$ cat src/hdl/k_way_merge_min_heap_core_assert.svh
// ----------------------------------------------------------------------------
// K-way merge min-heap core: assertion macros
// Concurrent assertion wrappers clocked on clk_i and disabled during reset.
// Defining ASSERT_OFF turns every macro into an empty one.
// ----------------------------------------------------------------------------
`ifndef K_WAY_MERGE_MIN_HEAP_CORE_ASSERT_SVH
`define K_WAY_MERGE_MIN_HEAP_CORE_ASSERT_SVH
`ifndef ASSERT_OFF
// Plain property checked at every rising edge outside reset.
`define KWM_ASSERT(lbl, prop) \
  lbl: assert property (@(posedge clk_i) disable iff (!rst_ni) prop) \
    else $error("k-way merge core assertion failed");
// Antecedent in one cycle implies the consequent in the next.
`define KWM_ASSERT_NEXT(lbl, ante, cons) `KWM_ASSERT(lbl, (ante) |=> (cons))
`else
`define KWM_ASSERT(lbl, prop)
`define KWM_ASSERT_NEXT(lbl, ante, cons)
`endif
`endif

$ cat src/hdl/kwm_pkg.sv
// ----------------------------------------------------------------------------
// K-way merge min-heap package
// Sizes, word types, codes and key helpers shared by the merge core modules.
// ----------------------------------------------------------------------------
package kwm_pkg;

  // Heap capacity, one entry per list.
  localparam int unsigned NUM_LISTS = 16;
  localparam int unsigned IDX_W     = (NUM_LISTS > 1) ? $clog2(NUM_LISTS) : 1;
  localparam int unsigned SIZE_W    = $clog2(NUM_LISTS + 1);
  // Wide enough to hold the right child index of the last entry.
  localparam int unsigned CHILD_W   = SIZE_W + 1;
  localparam int unsigned VALUE_W   = 32;
  localparam int unsigned LIST_W    = 4;
  localparam int unsigned KEY_W     = VALUE_W + LIST_W;

  typedef logic [KEY_W-1:0]   key_t;
  typedef logic [IDX_W-1:0]   idx_t;
  typedef logic [SIZE_W-1:0]  size_t;
  typedef logic [CHILD_W-1:0] child_t;

  typedef enum logic [1:0] {
    MODE_LOAD    = 2'd0,
    MODE_START   = 2'd1,
    MODE_NEXT    = 2'd2,
    MODE_EXHAUST = 2'd3
  } mode_e;

  typedef enum logic [1:0] {
    STATUS_EMIT      = 2'd0,
    STATUS_FINISHED  = 2'd1,
    STATUS_LOAD_OK   = 2'd2,
    STATUS_LOAD_FULL = 2'd3
  } status_e;

  typedef struct packed {
    mode_e                      mode;
    logic signed [VALUE_W-1:0]  item_value;
    logic        [LIST_W-1:0]   list_number;
  } in_word_t;

  typedef struct packed {
    status_e                    status;
    logic signed [VALUE_W-1:0]  out_value;
    logic        [LIST_W-1:0]   source_list;
  } out_word_t;

  // Result handed from the sequencer to the output register.
  typedef struct packed {
    logic      valid;
    out_word_t word;
  } kwm_res_t;

  // Sequencer status seen by the top level.
  typedef struct packed {
    logic  idle;
    size_t heap_size;
  } kwm_stat_t;

  // Flipping the sign bit makes unsigned key order equal to signed value order,
  // with the list number breaking ties.
  function automatic key_t make_key(logic signed [VALUE_W-1:0] value,
                                    logic [LIST_W-1:0] list);
    return {~value[VALUE_W-1], value[VALUE_W-2:0], list};
  endfunction

  function automatic logic signed [VALUE_W-1:0] key_value(key_t key);
    return {~key[KEY_W-1], key[KEY_W-2:LIST_W]};
  endfunction

  function automatic logic [LIST_W-1:0] key_list(key_t key);
    return key[LIST_W-1:0];
  endfunction

  // Parent of a heap position; meaningless for the root.
  function automatic idx_t parent_of(idx_t idx);
    return (idx - idx_t'(1)) >> 1;
  endfunction

endpackage

$ cat src/hdl/kwm_heap_ram.sv
// ----------------------------------------------------------------------------
// K-way merge heap store
// Heap entry memory with one write port and two registered read ports.
// ----------------------------------------------------------------------------
module kwm_heap_ram (
  input  logic           clk_i,
  input  logic           we_i,
  input  kwm_pkg::idx_t  waddr_i,
  input  kwm_pkg::key_t  wdata_i,
  input  kwm_pkg::idx_t  raddr0_i,
  input  kwm_pkg::idx_t  raddr1_i,
  output kwm_pkg::key_t  rdata0_o,
  output kwm_pkg::key_t  rdata1_o
);

  kwm_pkg::key_t mem [kwm_pkg::NUM_LISTS];
  kwm_pkg::key_t rdata0_q;
  kwm_pkg::key_t rdata1_q;

  // Write port.
  always_ff @(posedge clk_i) begin
    if (we_i) begin
      mem[waddr_i] <= wdata_i;
    end
  end

  // Two registered read ports.
  always_ff @(posedge clk_i) begin
    rdata0_q <= mem[raddr0_i];
    rdata1_q <= mem[raddr1_i];
  end

  assign rdata0_o = rdata0_q;
  assign rdata1_o = rdata1_q;

endmodule

$ cat src/hdl/kwm_heap_ctrl.sv
// ----------------------------------------------------------------------------
// K-way merge heap sequencer
// Takes one input word at a time, reads the heap store, sifts entries up or
// down one level per cycle and hands a single result to the output stage.
// ----------------------------------------------------------------------------
module kwm_heap_ctrl (
  input  logic                clk_i,
  input  logic                rst_ni,
  input  logic                in_valid_i,
  input  kwm_pkg::in_word_t   in_word_i,
  input  logic                res_ready_i,
  output kwm_pkg::kwm_res_t   res_o,
  output kwm_pkg::kwm_stat_t  stat_o
);

  typedef enum logic [4:0] {
    S_IDLE  = 5'b00001,
    S_FETCH = 5'b00010,
    S_DOWN  = 5'b00100,
    S_UP    = 5'b01000,
    S_DONE  = 5'b10000
  } state_e;

  state_e                              state_q, state_d;
  kwm_pkg::in_word_t                   in_q;
  kwm_pkg::key_t                       key_q, key_d;
  kwm_pkg::idx_t                       idx_q, idx_d;
  kwm_pkg::size_t                      size_q, size_d;
  logic [kwm_pkg::LIST_W-1:0]          last_q, last_d;
  kwm_pkg::out_word_t                  res_q, res_d;

  logic                                accept;
  logic                                we;
  kwm_pkg::idx_t                       waddr;
  kwm_pkg::key_t                       wdata;
  kwm_pkg::idx_t                       raddr0, raddr1;
  kwm_pkg::key_t                       rdata0, rdata1;

  kwm_pkg::key_t                       load_key, next_key;
  kwm_pkg::child_t                     child_l, child_r, child_m;
  kwm_pkg::child_t                     grand_l, grand_r;
  logic                                l_ok, r_ok, moved;
  kwm_pkg::key_t                       best_key;

  assign accept = in_valid_i && (state_q == S_IDLE);

  kwm_heap_ram u_ram (
    .clk_i    (clk_i),
    .we_i     (we),
    .waddr_i  (waddr),
    .wdata_i  (wdata),
    .raddr0_i (raddr0),
    .raddr1_i (raddr1),
    .rdata0_o (rdata0),
    .rdata1_o (rdata1)
  );

  // Keys built from the captured word.
  assign load_key = kwm_pkg::make_key(in_q.item_value, in_q.list_number);
  assign next_key = kwm_pkg::make_key(in_q.item_value, last_q);

  // Smallest of the moving key and the valid children of the hole.
  always_comb begin
    child_l  = (kwm_pkg::child_t'(idx_q) << 1) + kwm_pkg::child_t'(1);
    child_r  = child_l + kwm_pkg::child_t'(1);
    l_ok     = child_l < kwm_pkg::child_t'(size_q);
    r_ok     = child_r < kwm_pkg::child_t'(size_q);
    moved    = 1'b0;
    child_m  = child_l;
    best_key = key_q;
    if (l_ok && (rdata0 < best_key)) begin
      moved    = 1'b1;
      child_m  = child_l;
      best_key = rdata0;
    end
    if (r_ok && (rdata1 < best_key)) begin
      moved    = 1'b1;
      child_m  = child_r;
      best_key = rdata1;
    end
    grand_l = (child_m << 1) + kwm_pkg::child_t'(1);
    grand_r = grand_l + kwm_pkg::child_t'(1);
  end

  // Sequencer.
  always_comb begin
    state_d = state_q;
    key_d   = key_q;
    idx_d   = idx_q;
    size_d  = size_q;
    last_d  = last_q;
    res_d   = res_q;
    we      = 1'b0;
    waddr   = idx_q;
    wdata   = key_q;
    // While idle the store keeps presenting the root and the last entry.
    raddr0  = '0;
    raddr1  = kwm_pkg::idx_t'(size_q - kwm_pkg::size_t'(1));

    unique case (state_q)
      S_IDLE: begin
        if (accept) begin
          state_d = S_FETCH;
        end
      end

      S_FETCH: begin
        res_d.out_value   = '0;
        res_d.source_list = '0;
        case (in_q.mode)
          kwm_pkg::MODE_LOAD: begin
            if (size_q == kwm_pkg::size_t'(kwm_pkg::NUM_LISTS)) begin
              res_d.status = kwm_pkg::STATUS_LOAD_FULL;
              state_d      = S_DONE;
            end else begin
              res_d.status = kwm_pkg::STATUS_LOAD_OK;
              key_d        = load_key;
              idx_d        = size_q[kwm_pkg::IDX_W-1:0];
              size_d       = size_q + kwm_pkg::size_t'(1);
              raddr0       = kwm_pkg::parent_of(size_q[kwm_pkg::IDX_W-1:0]);
              state_d      = S_UP;
            end
          end

          kwm_pkg::MODE_NEXT: begin
            res_d.status = kwm_pkg::STATUS_EMIT;
            if ((size_q == '0) || (next_key <= rdata0)) begin
              // The new element is the smallest: pass it straight through.
              res_d.out_value   = kwm_pkg::key_value(next_key);
              res_d.source_list = kwm_pkg::key_list(next_key);
              last_d            = kwm_pkg::key_list(next_key);
              state_d           = S_DONE;
            end else begin
              // Replace the root and sift the new element down.
              res_d.out_value   = kwm_pkg::key_value(rdata0);
              res_d.source_list = kwm_pkg::key_list(rdata0);
              last_d            = kwm_pkg::key_list(rdata0);
              key_d             = next_key;
              idx_d             = '0;
              raddr0            = kwm_pkg::idx_t'(1);
              raddr1            = kwm_pkg::idx_t'(2);
              state_d           = S_DOWN;
            end
          end

          default: begin
            if (size_q == '0) begin
              res_d.status = kwm_pkg::STATUS_FINISHED;
              state_d      = S_DONE;
            end else begin
              // Pop: the last entry moves to the root and sifts down.
              res_d.status      = kwm_pkg::STATUS_EMIT;
              res_d.out_value   = kwm_pkg::key_value(rdata0);
              res_d.source_list = kwm_pkg::key_list(rdata0);
              last_d            = kwm_pkg::key_list(rdata0);
              key_d             = rdata1;
              size_d            = size_q - kwm_pkg::size_t'(1);
              idx_d             = '0;
              raddr0            = kwm_pkg::idx_t'(1);
              raddr1            = kwm_pkg::idx_t'(2);
              state_d           = S_DOWN;
            end
          end
        endcase
      end

      S_DOWN: begin
        we = 1'b1;
        if (moved) begin
          // The smaller child moves up into the hole.
          wdata  = best_key;
          idx_d  = child_m[kwm_pkg::IDX_W-1:0];
          raddr0 = grand_l[kwm_pkg::IDX_W-1:0];
          raddr1 = grand_r[kwm_pkg::IDX_W-1:0];
        end else begin
          wdata   = key_q;
          state_d = S_DONE;
        end
      end

      S_UP: begin
        we = 1'b1;
        if ((idx_q == '0) || (rdata0 <= key_q)) begin
          wdata   = key_q;
          state_d = S_DONE;
        end else begin
          // The parent moves down into the hole.
          wdata  = rdata0;
          idx_d  = kwm_pkg::parent_of(idx_q);
          raddr0 = kwm_pkg::parent_of(kwm_pkg::parent_of(idx_q));
        end
      end

      S_DONE: begin
        if (res_ready_i) begin
          state_d = S_IDLE;
        end
      end

      default: begin
        state_d = S_IDLE;
      end
    endcase
  end

  // Control registers.
  always_ff @(posedge clk_i or negedge rst_ni) begin
    if (!rst_ni) begin
      state_q <= S_IDLE;
      size_q  <= '0;
      last_q  <= '0;
      idx_q   <= '0;
    end else begin
      state_q <= state_d;
      size_q  <= size_d;
      last_q  <= last_d;
      idx_q   <= idx_d;
    end
  end

  // Payload registers.
  always_ff @(posedge clk_i) begin
    if (accept) begin
      in_q <= in_word_i;
    end
    key_q <= key_d;
    res_q <= res_d;
  end

  assign res_o.valid     = (state_q == S_DONE);
  assign res_o.word      = res_q;
  assign stat_o.idle     = (state_q == S_IDLE);
  assign stat_o.heap_size = size_q;

endmodule

$ cat src/hdl/k_way_merge_min_heap_core.sv
// ----------------------------------------------------------------------------
// K-way merge min-heap core
// Merges sorted lists through a min-heap of (value, list number) entries and
// returns one result word for every input word.
// ----------------------------------------------------------------------------
// An input word is taken only while the core is idle. A word that leaves the
// heap store unchanged (a rejected load, an element passed straight through
// or a merge finished) passes from idle through the fetch and done states.
// Every other word also passes through the sift loop, which moves the entry
// one heap level at a time. The sift-down loop reads both children of the
// current position from the two read ports of the heap store and writes one
// entry back in the same cycle. A finished result sits in an output register,
// so the next input word is taken while the result waits.
`include "k_way_merge_min_heap_core_assert.svh"

module k_way_merge_min_heap_core (
  input  logic                clk_i,
  input  logic                rst_ni,
  input  logic                in_valid_i,
  output logic                in_stall_o,
  input  kwm_pkg::in_word_t   in_word_i,
  output logic                out_valid_o,
  input  logic                out_stall_i,
  output kwm_pkg::out_word_t  out_word_o
);

  kwm_pkg::kwm_res_t   res;
  kwm_pkg::kwm_stat_t  stat;
  logic                res_ready;
  logic                out_valid_q;
  kwm_pkg::out_word_t  out_word_q;

  kwm_heap_ctrl u_ctrl (
    .clk_i       (clk_i),
    .rst_ni      (rst_ni),
    .in_valid_i  (in_valid_i),
    .in_word_i   (in_word_i),
    .res_ready_i (res_ready),
    .res_o       (res),
    .stat_o      (stat)
  );

  assign in_stall_o = !stat.idle;

  // Output register: free when empty or being drained this cycle.
  assign res_ready = !out_valid_q || !out_stall_i;

  always_ff @(posedge clk_i or negedge rst_ni) begin
    if (!rst_ni) begin
      out_valid_q <= 1'b0;
    end else if (res.valid && res_ready) begin
      out_valid_q <= 1'b1;
    end else if (!out_stall_i) begin
      out_valid_q <= 1'b0;
    end
  end

  always_ff @(posedge clk_i) begin
    if (res.valid && res_ready) begin
      out_word_q <= res.word;
    end
  end

  assign out_valid_o = out_valid_q;
  assign out_word_o  = out_word_q;

  // The heap never holds more entries than it has room for.
  `KWM_ASSERT(a_size_bound, stat.heap_size <= kwm_pkg::size_t'(kwm_pkg::NUM_LISTS))
  // A taken word keeps the core busy in the following cycle.
  `KWM_ASSERT_NEXT(a_busy_after_accept, in_valid_i && !in_stall_o, in_stall_o)
  // Only an emitted element carries a value and a source list.
  `KWM_ASSERT(a_quiet_fields, (out_valid_o && (out_word_o.status != kwm_pkg::STATUS_EMIT)) |-> ((out_word_o.out_value == '0) && (out_word_o.source_list == '0)))

endmodule
$ cat config.mk
export PLATFORM = sky130hd
export DESIGN_NAME = k_way_merge_min_heap_core
export DESIGN_NICKNAME = d
export VERILOG_FILES = /design/src/hdl/kwm_pkg.sv /design/src/hdl/kwm_heap_ram.sv /design/src/hdl/kwm_heap_ctrl.sv /design/src/hdl/k_way_merge_min_heap_core.sv
export VERILOG_INCLUDE_DIRS = /design/src /design/src/hdl
export SDC_FILE = /design/constraint.sdc
export NUM_CORES = 2
export LEC_CHECK = 0
export BUFFER_PORTS_ARGS = -buffer_cell sky130_fd_sc_hd__buf_2
export CORE_UTILIZATION = 65
export CTS_CLUSTER_DIAMETER = 200
export DETAILED_ROUTE_END_ITERATION = 10
export PLACE_DENSITY = 0.84
export SYNTH_ARGS = -nofsm -noshare
export SYNTH_HDL_FRONTEND = slang
export SYNTH_SLANG_ARGS = --single-unit
$ cat constraint.sdc
create_clock -name clk_i -period 13.4 [get_ports clk_i]
set_clock_uncertainty 0.05 [all_clocks]
set_input_delay 2.68 -clock clk_i [delete_from_list [all_inputs] [get_ports clk_i]]
set_output_delay 2.68 -clock clk_i [all_outputs]
set_load 0.1 [all_outputs]
==> results.py <==
metrics = {
    "status": {
        "status": "finished, violations left",
        "failed_checks": "design-rule violations",
    },
    "global_route": {
        "antenna_found_initial": 5,
        "grt_start_max_net_pins": 187,
        "grtUsageTotal_pct": 35.5,
        "grt_pass1_wl_um": 160000,
        "grt_pass1_vias": 25940,
        "grt-ovfl-total": 0,
    },
    "floorplan": {
        "ios": 82,
        "die_x_um": 248,
        "coreArea_um2": 59400,
        "die_h_um": 248,
        "start_util_pct": 66.1,
        "rows": 89,
        "die_area_um2": 61300,
    },
    "sta": {
        "finalCritPeriodShare_pct": 69.3,
        "period_needed_ns": 9.28,
        "fmax_ghz": 0.108,
        "tightest_slew_ns": 1.24,
        "hold_viol": 0,
        "setup_violations": 0,
        "rsz0062_at_grt": "no",
        "slew_violations": 0,
        "fin_setup_tns_ns": 0,
        "slew-limit-headroom_pct": 16.9,
    },
    "placed_design": {
        "dpl.hpwl_um": 63900,
        "port_buffers": 81,
        "place.gp.congestion": 0.956,
        "dpl.cell_count": 3663,
    },
    "yosys": {
        "synth_nets": 3072,
        "yosysWarnings": 0,
        "synthCells": 2907,
        "yosysSeqAreaShare_pct": 60.5,
        "synth_seq_cells": 817,
        "ys_async_sr_fraction_pct": 2.33,
        "syn_avg_cell_area_um2": 13.5,
        "synth_edf_count": 726,
        "synth_flop_cell": "edfxtp_1",
        "syn_area_um2": 39200,
        "synth_cell_types": 71,
    },
    "flow_run": {
        "drv_cap": 0,
    },
    "layout": {
        "instances_no_fill": 3822,
        "syn2layout_area_growth_pct": 10.6,
        "finalCoreUtilization_pct": 73.1,
        "drive_gt1_share_pct": 14.7,
        "fillerInstances": 3553,
        "layout.nets": 3139,
    },
    "cts": {
        "cts-root-buf": "clkbuf_16",
        "insertion_delay_ns": 0.64,
        "cts_resized": 0,
        "cts_max_path_buffers": 3,
        "cts-hold-fix-buffers": 0,
        "path_clk_slew_ns": 0.06,
        "cts.htree.levels": 3,
        "postCtsSetupRepairBufs": 0,
        "tritoncts": "done",
        "cts_inserted_buffers": 82,
        "cts_num_sinks": 817,
    },
    "worst_setup_path": {
        "critical-path-max-stage-delay_ns": 1.07,
        "cp_top_family": "simple AND/OR/NAND/NOR gates",
        "crit_required_ns": 13.94,
        "crit_buf_inv": 3,
        "crit_path_cell_trace": "ha_1, nand4_1, nor4_1, nand2_1, o211ai_1, or3_2, buf_4, mux2i_1, ha_1, nand4_1, nor3_1, nand4_1, o21ai_0, nor3_1, a311oi_2, and3_4, buf_4, buf_4, a211oi_1, o32ai_1, a221o_1",
        "endpoint_kind": "register",
        "arrival_ns": 9.82,
        "cp_slowest_cell": "and3_4",
        "cp_max_fo": 82,
        "worst_setup_path_start_kind": "register",
        "crit_type": "reg -> reg",
    },
    "drt": {
        "viasPerCell": 6.98,
        "postRouteAntennaNets": 0,
        "wl_per_cell_um": 28.6,
        "vias": 26684,
        "first_pass_iters": 10,
        "drt_iter0_markers": 3131,
        "drc": 45,
        "routed_wl_um": 109000,
    },
    "power_and_ir_drop": {
        "p_leak_nw": 15.0,
        "p_per_area_nw_per_um2": 256,
        "vdd_drop_max_mv": 0.264,
    },
    "worst_hold_path": {
        "hold_class": "reg -> reg",
    },
}
cells in the final DEF (no fill, tap or decap), drive strengths merged, types with 9 or more instances in the layout:
cell type | netlist | final
edfxtp | 726 | 726
mux2i | 439 | 439
nand2 | 205 | 205
buf | 63 | 162
a211oi | 156 | 156
and2 | 147 | 147
mux2 | 140 | 140
ha | 123 | 123
clkbuf | 116 | 110
inv | 89 | 92
nor2 | 81 | 81
a21oi | 78 | 78
o21ai | 74 | 74
a31oi | 73 | 73
dfxtp | 72 | 72
a221o | 38 | 38
a22oi | 37 | 37
o32ai | 37 | 37
a22o | 36 | 36
clkinv | 0 | 28
nand4 | 24 | 24
nor3 | 19 | 19
dfrtp | 18 | 18
nand3 | 17 | 17
xnor2 | 13 | 13
bufinv | 0 | 9
logic make-up (layout without fill, tap and decap cells):
logic type      count (synthesis)  count (layout)  synth area share, %
other cells                     0               6                    0
mux                           579             579                 15.2
simple gates                  526             526                 6.53
compound gates                580             580                 10.5
fa+ha+maj                     123             123                 3.92
xor+xnor                       14              14                0.313
buf+inv                       268             404                 2.99
flops                         817             817                 60.5
sequential cells by signal, summed over array words and instances (netlist names):
name and cells:
u_ctrl.idx_q 4, out_valid_o 1, u_ctrl.key_q 36, u_ctrl.u_ram.rdata0_o 36, out_word_o 38, u_ctrl.u_ram.mem 576, u_ctrl.u_ram.rdata1_o 36, u_ctrl.in_q 38
u_ctrl.size_q 5, u_ctrl.state_q 5, u_ctrl.last_q 4, u_ctrl.res_o 38
per-layer routing:
metal  GRT usage, %  part of all wire [%]  vias up
met5              0                 0.024        -
met4           16.6                   4.3        4
met3           7.33                    13      325
met2           54.2                    45     1894
met1           49.0                    38    13079
li1               -                     -    11382
layout make-up:
type | count | area (um^2) | share of cell area [%]
diodes | 6 | 15.0 | 0.0346
clock buffers | 110 | 2220 | 5.12
clock inverters | 43 | 497 | 1.15
inverters | 89 | 334 | 0.770
multi-input cells | 1822 | 14600 | 33.6
flip-flops and latches | 817 | 23700 | 54.7
well taps | 773 | 967 | 2.23
repair buffers | 162 | 1040 | 2.39
power breakdown:
group          leakage [nW]  switching (mW)  internal (mW)
combinational          6.24            3.23           1.87
clock                  1.33           0.972           1.35
sequential             7.41           0.376           3.29
metrics by stage:
step	instance area [um^2]	hold WS [ns]	worst slack, ns	power (mW)
floorplan	39200	0.350	7.27	7.15
global placement	40600	0.351	4.75	8.42
detailed placement	40600	0.355	4.50	8.59
CTS	43400	0.368	4.46	10.9
global route	43400	0.368	3.91	11.5
finish	43400	0.366	4.12	11.1
path summary, 6_finish.rpt:
path / start / to / slack (ns) / cells past startpoint
worst max-delay path: u_ctrl.u_ram.rdata0_o[33] / u_ctrl.u_ram.rdata1_o[18] / 4.12 / 21
worst min-delay path: u_ctrl.res_o[10] / out_word_o[10] / 0.37 / 0
worst max register to register: u_ctrl.u_ram.rdata0_o[33] / u_ctrl.u_ram.rdata1_o[18] / 4.12 / 21
worst min register to register: u_ctrl.res_o[10] / out_word_o[10] / 0.37 / 0
max in group asynchronous: rst_ni / u_ctrl.state_q[0] / 10.97 / 1
min in group asynchronous: rst_ni / u_ctrl.last_q[3] / 1.96 / 1
worst register-to-register path, cell delays in order (launching register included):
cell,delay (ns)
dfxtp_1,0.62
ha_1,0.27
nand4_1,0.27
nor4_1,0.72
nand2_1,0.14
o211ai_1,0.32
or3_2,0.61
buf_4,0.46
mux2i_1,0.35
ha_1,0.19
nand4_1,0.13
nor3_1,0.41
nand4_1,0.20
o21ai_0,0.29
nor3_1,0.09
a311oi_2,0.74
and3_4,1.08
buf_4,0.74
buf_4,0.81
a211oi_1,0.24
o32ai_1,0.36
a221o_1,0.16
synthesized netlist by cell type, types with 38 or more instances:
cell type	number	area, um^2
a211oi_1	153	1150
a21oi_1	77	385
a221o_1	38	380
a31oi_1	73	457
and2_0	61	382
and2_1	86	538
clkbuf_1	116	435
dfxtp_1	72	1440
edfxtp_1	726	21800
ha_1	123	1540
inv_1	89	334
mux2_2	118	1330
mux2i_1	439	4390
nand2_1	205	769
nor2_1	81	304
o21ai_0	73	365
No activity file was read; power rests on OpenSTA's default activity.
